==> config.mk <==
export PLATFORM = sky130hd
export DESIGN_NAME = hpcs_ctrl
export DESIGN_NICKNAME = d
export VERILOG_FILES = /design/src/hdl/hpcs_pkg.sv /design/src/hdl/hpcs_ctrl.sv
export SDC_FILE = /design/constraint.sdc
export NUM_CORES = 1
export LEC_CHECK = 0
export ABC_CLOCK_PERIOD_IN_PS = 1410
export BUFFER_PORTS_ARGS = -buffer_cell sky130_fd_sc_hd__buf_2
export CAP_MARGIN = 20
export CORE_AREA = 2 2 39 41
export CTS_BUF_LIST = sky130_fd_sc_hd__clkbuf_4 sky130_fd_sc_hd__clkbuf_8 sky130_fd_sc_hd__clkbuf_16
export CTS_CLUSTER_DIAMETER = 50
export CTS_CLUSTER_SIZE = 25
export DETAILED_ROUTE_END_ITERATION = 8
export DIE_AREA = 0 0 41 43
export GPL_ROUTABILITY_DRIVEN = 0
export PLACE_DENSITY = 0.62
export SLEW_MARGIN = 10
export SYNTH_ARGS = -nofsm -noshare
export SYNTH_HDL_FRONTEND = slang
export SYNTH_SLANG_ARGS = --single-unit
export TNS_END_PERCENT = 20
==> constraint.sdc <==
create_clock -name i_clk -period 1.41 [get_ports i_clk]
set_clock_uncertainty 0.1 [all_clocks]
set_input_delay 0 -clock i_clk [delete_from_list [all_inputs] [get_ports i_clk]]
set_output_delay 0 -clock i_clk [all_outputs]
set_load 0.02 [all_outputs]
==> src/hdl/hpcs_pkg.sv <==
// ----------------------------------------------------------------------------
// hpcs_pkg
// Shared widths, controller states and the command/status bundles of the
// hash partition counting sort.
// ----------------------------------------------------------------------------
package hpcs_pkg;

    // fixed field widths of the ports
    localparam int HASH_W    = 32;
    localparam int LEVEL_W   = 4;
    localparam int ROW_IDX_W = 6;
    localparam int PART_ID_W = 9;

    localparam logic [LEVEL_W-1:0] LEVEL_RESET = 4'd2;

    // controller phases, one-hot
    typedef enum logic [5:0] {
        S_INIT   = 6'b000001,
        S_LOAD   = 6'b000010,
        S_COUNT  = 6'b000100,
        S_PREFIX = 6'b001000,
        S_PLACE  = 6'b010000,
        S_EMIT   = 6'b100000
    } t_state;

    // controller to datapath
    typedef struct packed {
        t_state state;
        logic   load;
        logic   load_last;
    } t_cmd;

    // datapath to controller
    typedef struct packed {
        logic done;
    } t_status;

endpackage

==> src/hdl/hpcs_ctrl.sv <==
// ----------------------------------------------------------------------------
// hpcs_ctrl
// Phase sequencer: clear after reset, load a batch, count, prefix sum,
// stable placement, then emission.
// ----------------------------------------------------------------------------
module hpcs_ctrl (
    input  logic               i_clk,
    input  logic               i_rst_n,
    input  logic               i_in_valid,
    input  logic               i_last_row,
    output logic               o_in_ready,
    output hpcs_pkg::t_cmd     o_cmd,
    input  hpcs_pkg::t_status  i_status
);

    hpcs_pkg::t_state r_state;
    hpcs_pkg::t_state n_state;
    logic             load;

    // input beats are taken only while loading
    assign o_in_ready = (r_state == hpcs_pkg::S_LOAD);
    assign load       = i_in_valid && o_in_ready;

    // next phase
    always_comb begin
        n_state = r_state;
        case (r_state)
            hpcs_pkg::S_INIT: begin
                if (i_status.done) n_state = hpcs_pkg::S_LOAD;
            end
            hpcs_pkg::S_LOAD: begin
                if (load && i_last_row) n_state = hpcs_pkg::S_COUNT;
            end
            hpcs_pkg::S_COUNT: begin
                if (i_status.done) n_state = hpcs_pkg::S_PREFIX;
            end
            hpcs_pkg::S_PREFIX: begin
                if (i_status.done) n_state = hpcs_pkg::S_PLACE;
            end
            hpcs_pkg::S_PLACE: begin
                if (i_status.done) n_state = hpcs_pkg::S_EMIT;
            end
            hpcs_pkg::S_EMIT: begin
                if (i_status.done) n_state = hpcs_pkg::S_LOAD;
            end
            default: begin
                n_state = hpcs_pkg::S_INIT;
            end
        endcase
    end

    always_ff @(posedge i_clk) begin
        if (!i_rst_n) begin
            r_state <= hpcs_pkg::S_INIT;
        end else begin
            r_state <= n_state;
        end
    end

    // command bundle
    assign o_cmd.state     = r_state;
    assign o_cmd.load      = load;
    assign o_cmd.load_last = load && i_last_row;

endmodule

# Word-level counts from Yosys, hierarchy flattened
# Cells that the tools add are included.
# classes
muxes	6
n_reduce_logical	4
n_eq_ne	11
# op_table
operator	n
2-to-1 mux 6 bit	5
case mux 6 bit (5 select lines)	1
== test 6 x 1 -> 1 bit (second input constant)	1
== test 6 x 2 -> 1 bit (second input constant)	1
== test 6 x 3 -> 1 bit (second input constant)	1
== test 6 x 4 -> 1 bit (second input constant)	1
== test 6 x 5 -> 1 bit (second input constant)	1
== test 6 bit (second input constant)	1
inequality test 2 bit (second input constant)	3
AND reduction 5 bit	1
inequality test 2 x 1 -> 1 bit (second input constant)	2
logical AND 1 bit	2
OR reduction 2 bit	1
# word_totals
output_inout_bits	9
wordCells	22
ff_bits	6
in_bits	5

# Logic depth before layout (Yosys ltp)
# Gate-level depths: netlist (run 1).
# depth
ltp_word	5
depth_mapped	5
mapped_depth_nobuf	5

# Worst setup path before layout (run 1)
# OpenSTA, ideal clock, no wires.
# synth_timing
path_type	register to register
from	reg r_state[0]
to	reg r_state[5]
required_ns	1.240
path_stages_with_launch	6
t_arrival_ns	1.519
path_buffers	0
slack_ns	-0.279
synth_period_minus_slack_ns	1.689
setup_ns	0.070
path_cell_list	dfxtp_1 -> xor2_1 -> a221oi_2 -> nor4_4 -> or3b_1 -> a21oi_1
# synth_between
elab_chain_cells	5
elab_cells_between_ends	16
cone_classes	11 x eq/ne; 1 x mux; 4 x reduce/logical
# synth_rtl
item	line	source
from (decl)	hpcs_ctrl.sv:16	hpcs_pkg::t_state r_state;
from (signal assigned)	hpcs_ctrl.sv:54	r_state <= hpcs_pkg::S_INIT;
from (signal assigned)	hpcs_ctrl.sv:56	r_state <= n_state;
== test 6 x 2 -> 1 bit	hpcs_ctrl.sv:21, hpcs_ctrl.sv:27	
logical AND 1 bit	hpcs_ctrl.sv:22	assign load = i_in_valid && o_in_ready;
logical AND 1 bit	hpcs_ctrl.sv:32	if (load && i_last_row) n_state = hpcs_pkg::S_COUNT;
inequality test 2 x 1 -> 1 bit (no line)	-	
AND reduction 5 bit (no line)	-	
# Parallel ways exist; a longest one is shown, timed or not.
# A chain may end at the register's enable or synchronous reset.

==> summary.txt, run 1 <==
Yosys
  – Most common cell in the netlist: dfxtp_1
  – Post-synth EDFFs: 0
  – Top_reg_cell synth: dfxtp_1
  – Netlist cell types: 24
  – Main area contributors after synthesis: dfxtp_1 31%, nor4_4 5.4%, a21oi_1 5.1%, nand3_1 5.1%, nor2_1 4.8%
  – Ys Warns: 0
  – Cells after Synth: 47
  – Synth Net Count: 52
  – Syn Std Cell Area: 393 sq um
  – Cell taking the most area after synthesis: dfxtp_1
  – Flops & latches, synth: 6
  – Share of the synthesized area in the top cell type: 0.306
  – FFs w/ async S/R, synth: 0
  – Seq/Total Area, Yosys: 0.306
  – Syn_area_per_cell: 8.36 sq um
  – Post-synth top cells: 6 x dfxtp_1, 5 x nor2_1, 4 x a21oi_1, 4 x nand3_1, 3 x o21ai_0

Drt
  – WL per Instance: ~11 um
  – DRT iter0 DRCs: 11
  – Via density: between 5 and 6
  – Final WL: a little over 1000 um
  – Vias: ~450
  – DRT Pass-1 Iters: 4
  – Routed Antenna Nets: 0
  – DRC errors left: 0

Final layout
  – Multi-input gate area: between 300 and 400 sq um
  – Final #Nets: 80
  – Largest registers: r_state x6
  – Largest Register: r_state
  – Fill count: roughly 130
  – Max reg flops: 6
  – Layout cells sized above 1: 0.581
  – Area occupied by registers: roughly 130 sq um
  – N_diodes: 0
  – Area Growth Syn to Fin: 69.4%
  – Fin util: 0.481

Critical path
  – Crit path capture type: output pin
  – Startpoint types: flip-flop
  – Max FO, Critical Path: 6
  – Setup CP Type: reg -> out
  – Worst endpoint required time: roughly 1.3 ns
  – WP data arrival: 1.51 ns

Power
  – Pwr dens: approximately 1100 nW/um^2
  – Total power: between 700 and 800 uW
  – Switching Power: ~260 uW
  – Logic gate share of total power: 0.424
  – Worst vdd ir: approximately 0.44 mV
  – Pint: between 400 and 500 uW
  – Seq pwr share: 0.313
  – Sw frac: 0.355
  – Clock power share: 0.263
  – Leak: roughly 0.00029 uW

STA
  – Worst slew pin tran: ~0.35 ns
  – Final setup fails: 9
  – Tmin final: roughly 1.6 ns
  – Rel. slew slack: 0.767
  – Max-slew violation count: 0
  – RSZ-0062 raised after global routing: yes
  – Setup WS post-layout: -0.200 ns
  – Period Utilization, post-route: 1.14
  – Max Freq: 0.621 GHz
  – Final Hold Fails: 0

Floorplan
  – Initial Util: 0.284
  – Die X: between 40 and 50 um
  – Die Height: approximately 43 um
  – IO Count: 14
  – # rows: 14
  – Core Region: between 1000 and 1500 sq um
  – Die ar.: 1760 sq um

Global route
  – GRT overflow: 0
  – Vias in the first global route: between 300 and 400
  – Total track usage: 0.127
  – Initial antenna violation count: 0
  – First-pass GRT wire length: between 1500 and 2000 um
  – Largest net degree at the start of global routing: 8

Clocking
  – CTS Sinks: 6
  – H-Tree Depth: 1
  – Clock tree buffer depth: 2
  – Clk slew on worst S/H paths: around 0.05 ns
  – Clock latency on the worst-skew pair: about 0.25 ns
  – Root Buffer: clkbuf_4
  – TritonCTS buffer count: 3
  – CTS tree: built

Status
  – Violated checks: setup timing
  – Status: finished with violations

Flow run
  – Max-cap violations: 0

Min path
  – Hold Crit Class: in -> reg

Placed design
  – Number of port buffers: 13
  – Final HPWL DP: around 740 um
## layer usage
| layer | vias up | wire length, um | global-route usage |
|---|---|---|---|
| met2 | 10 | 529 | 0.191 |
| li1 | 230 | - | - |
| met5 | - | 0 | 0 |
| met3 | 3 | 15 | 0.0157 |
| met1 | 208 | 455 | 0.162 |
| met4 | 0 | 15 | 0.0800 |
## layout make-up
| cell class | count | share of cell area |
|---|---|---|
| sequential | 6 | 0.197 |
| clock buffer | 4 | 0.0451 |
| multi-input combinational | 38 | 0.461 |
| tap | 16 | 0.0301 |
| timing repair buffer | 24 | 0.256 |
| inverter | 2 | 0.0113 |
## power groups by stage
stage | Sequential, uW | Combinational (uW) | Clock, uW
2_1_floorplan | 254 | 157 | 0
3_5_place_dp | 226 | 271 | 0
4_1_cts | 222 | 310 | 193
6_report | 225 | 305 | 189
3_3_place_gp | 224 | 273 | 0
5_1_grt | 231 | 330 | 199
## what timing repair did
item | in CTS | in global routing
pin swaps | 5 | 2
hold buffers | 4 | 0
endpoints found under the hold margin | 6 | 0
buffers inserted | 1 | 1
gates resized for setup | 10 | 2
setup endpoints to repair | 8 | 9
## cell usage in the layout (no fill, tap or decap), types with 2 or more instances in the layout
| master | count |
|---|---|
| buf_2 | 11 |
| buf_4 | 7 |
| nor2_1 | 5 |
| clkbuf_4 | 4 |
| dlygate4sd3_1 | 4 |
| nand3_1 | 3 |
| o21ai_0 | 3 |
| a21oi_1 | 3 |
| dfxtp_2 | 3 |
| nor4_2 | 2 |
| and3_2 | 2 |
| nor3_1 | 2 |
| or3b_1 | 2 |
| buf_6 | 2 |
| dfxtp_4 | 2 |
## cells by family after synthesis
logic type	share of synthesized area
simple gates	0.471
compound gates	0.162
flops	0.306
buf+inv	0.0382
xor+xnor	0.0223
## per-stage QoR
step | setup TNS [ns] | setup WS (ns) | instances | instance area (sq um) | hold WS, ns
after global routing | -1.89 | -0.273 | 90 | 666 | 0.386
after CTS | -1.20 | -0.208 | 89 | 646 | 0.374
after floorplan | -0.862 | -0.147 | 47 | 418 | -0.0289
after detailed placement | -0.737 | -0.190 | 80 | 533 | 0.0907
final | -1.23 | -0.200 | 90 | 666 | 0.367
after global placement | -0.706 | -0.185 | 80 | 533 | 0.0907
## worst paths after layout
path,start,end,slack [ns],depth (start not counted)
max,r_state[3],o_cmd[0],-0.20,6
min,i_rst_n,r_state[0],0.37,3
max reg2reg,r_state[0],r_state[4],-0.19,5
min reg2reg,r_state[3],r_state[3],0.43,2
## critical path: stages (launching register included)
cell and delay, ns:
dfxtp_2 0.34, nor4_2 0.26, buf_4 0.17, and3b_2 0.23
nand3_2 0.10, inv_2 0.06, buf_6 0.10
No activity file was read; power rests on OpenSTA's default activity.
==> run 2, diff against run 1 <==
- ABC_CLOCK_PERIOD_IN_PS: 1410 -> 1500
- PLACE_DENSITY: 0.62 -> 0.6
- clock period: 1.41 -> 1.5 ns (I/O delays scaled with it)
==> run 2 against run 1 <==
  * The run ends with hold timing, setup timing left
  * Worst hold slack lost 0.37 ns
  * Worst setup slack gained 0.051 ns
  * Routed wire length grew 5.1%
  * Count of clock-buffer cells in the layout is the same
  * Die area is the same
  * Critical path type is now reg -> reg
  * Critical endpoint is now r_state[4]
  * Largest cell class unchanged
  * Highest routed layer unchanged
==> summary.txt, run 2 (same netlist as run 1, synthesis figures left out) <==
Critical path
  – WP data arrival: 1.72 ns (+0.21 ns)
  – Max FO, Critical Path: 7 (+1)
  – Worst endpoint required time: 1.58 ns (+0.27 ns)
  – Reg-to-reg endpoint: r_state[4]
  – Setup CP Type: reg -> reg
  – Crit path depth: 5 (-1)
  – Worst path top cell family by delay: simple AND/OR/NAND/NOR gates
  – Buf/Inv on CP: 0 (-3)
  – Crit path capture type: flip-flop
  – Slowest library cell on the worst path: dfxtp_4
  – Reg-to-Reg Start: r_state[0]
  – Critical Path Start: r_state[0]
  – Slowest stage delay, CP: 0.38 ns (+0.04 ns)
  – R2R Setup Slk: -0.15 ns (+0.04 ns)
  – Worst Reg-to-Reg Cells: 5 (unchanged)
  – Startpoint types: flip-flop
  – Worst setup path endpoint: r_state[4]
  – Worst-path cell chain: xor2_2 -> a221oi_2 -> nor4_4 -> or3b_1 -> a21oi_1

Final layout
  – Fin util: 0.475 (-0.00633)
  – Max reg flops: 6 (unchanged)
  – Commonest non-fill, non-tap cells in the layout: 10 x buf_2, 9 x buf_4, 5 x nor2_1
  – Fill count: 136 (+6.3%)
  – Largest registers: r_state x6
  – Layout cells sized above 1: 0.575 (-0.00574)
  – N_diodes: 0 (unchanged)
  – Largest Register: r_state
  – Final #Nets: 79 (-1.3%)
  – Area Growth Syn to Fin: 67.2%
  – Commonest non-fill, non-tap cell in the layout: buf_2
  – Finished Cell Area: 657 sq um (-1.3%)

Drt
  – Via density: 4.96 (-1.1%)
  – Routed Antenna Nets: 0 (unchanged)
  – DRT iter0 DRCs: 7 (-4)
  – DRC errors left: 0 (unchanged)
  – Vias: 441 (-2.2%)
  – WL per Instance: 12.0 um (+6.3%)
  – DRT Pass-1 Iters: 4 (unchanged)
  – Final WL: 1070 um (+5.1%)

Placed design
  – Final HPWL DP: 767 um (+3.9%)
  – Number of port buffers: 13 (unchanged)
  – Placed cell area: 533 sq um (unchanged)

Global route
  – Initial antenna violation count: 0 (unchanged)
  – Vias in the first global route: 428 (+7.3%)
  – First-pass GRT wire length: 1720 um (+12%)
  – Total track usage: 0.144 (+0.0173)
  – GRT overflow: 0 (unchanged)
  – Largest net degree at the start of global routing: 8 (unchanged)

Floorplan
  – Die Height: 43 um (unchanged)
  – IO Count: 14 (unchanged)
  – Die ar.: 1760 sq um (unchanged)
  – Die X: 41 um (unchanged)
  – Core Region: 1380 sq um (unchanged)
  – Initial Util: 0.284 (unchanged)
  – # rows: 14 (unchanged)

Status
  – Violated checks: hold timing, setup timing
  – Status: finished with violations

STA
  – Final setup fails: 8 (-1)
  – Rel. slew slack: 0.753 (-0.0140)
  – Max-slew violation count: 0 (unchanged)
  – RSZ-0062 raised after global routing: yes
  – Final Hold Fails: 1 (+1)
  – Period Utilization, post-route: 1.10
  – Tmin final: roughly 1.6 ns
  – Setup WS post-layout: -0.148 ns (+0.0513 ns)
  – Min Hold Slack: -0.00111 ns (-0.368 ns)
  – Worst slew pin tran: 0.368 ns (+0.0208 ns)
  – Max Freq: 0.607 GHz

Flow run
  – Max-cap violations: 0 (unchanged)

Clocking
  – Clock latency on the worst-skew pair: 0.25 ns (about the same)
  – TritonCTS buffer count: 3 (unchanged)
  – CTS tree: built
  – H-Tree Depth: 1 (unchanged)
  – Clk slew on worst S/H paths: 0.05 ns (about the same)
  – Clock tree buffer depth: 2 (unchanged)
  – Root Buffer: clkbuf_4
  – CTS Sinks: 6 (unchanged)

Min path
  – Hold Crit Class: in -> reg

Power
  – Worst vdd ir: 0.591 mV (+33%)
  – Pwr dens: 1090 nW/um^2 (+1.2%)
  – Leak: 0.000280 uW (-2.2%)
-- run 2: worst register-to-register path: stages, from the launching register on --
cell and delay, ns:
dfxtp_4 0.38, xor2_2 0.19, a221oi_2 0.31, nor4_4 0.11, or3b_1 0.36, a21oi_1 0.13
-- run 2: how the worst min path moves through the flow --
stage,start,endpoint,cells past startpoint
CTS,i_status,r_state[1],3
detailed placement,i_rst_n,r_state[0],2
global route,i_status,r_state[1],3
finish,i_status,r_state[1],3
floorplan,i_rst_n,r_state[0],1
global placement,i_rst_n,r_state[0],2
-- run 2: layout make-up --
| cell class | instances | area [sq um] | share of cell area |
|---|---|---|---|
| tap | 16 | 20.0 | 0.0305 |
| inverter | 2 | 7.51 | 0.0114 |
| clock buffer | 4 | 30.0 | 0.0457 |
| sequential | 6 | 136 | 0.208 |
| timing repair buffer | 23 | 159 | 0.242 |
| multi-input combinational | 38 | 304 | 0.463 |
-- run 2: repair_timing --
action / in CTS / in global routing
hold buffers: 3 / 0
gates resized for setup: 9 / 5
setup buffers: 2 / 0
pin swaps: 3 / 2
setup endpoints to repair: 9 / 8
hold endpoints to repair: 5 / 0
-- run 2: layer usage --
layer | vias to the layer above | wire (um) | GRT usage
met1 | 200 | 484 | 0.179
met5 | - | 0 | 0
met3 | 5 | 43 | 0.0471
met4 | 0 | 32 | 0.0667
met2 | 10 | 509 | 0.216
li1 | 226 | - | -
-- run 2: per-stage QoR --
step / instances / setup WS (ns) / setup TNS (ns) / hold slack (ns) / total power, uW
6_report: 89 / -0.148 / -0.794 / -0.00111 / 719
5_1_grt: 89 / -0.248 / -1.63 / 0.00852 / 774
4_1_cts: 89 / -0.132 / -0.745 / 0.00122 / 720
3_5_place_dp: 80 / -0.119 / -0.499 / 0.0908 / 480
3_3_place_gp: 80 / -0.104 / -0.381 / 0.0916 / 482
2_1_floorplan: 47 / -0.0572 / -0.197 / -0.0289 / 386
-- run 2: report_power, final --
part	internal [uW]	leakage [uW]	total, uW	switching, uW
Combinational	166	0.000209	326	160
Sequential	177	0.0000519	213	35.9
Clock	119	0.0000184	180	61.0
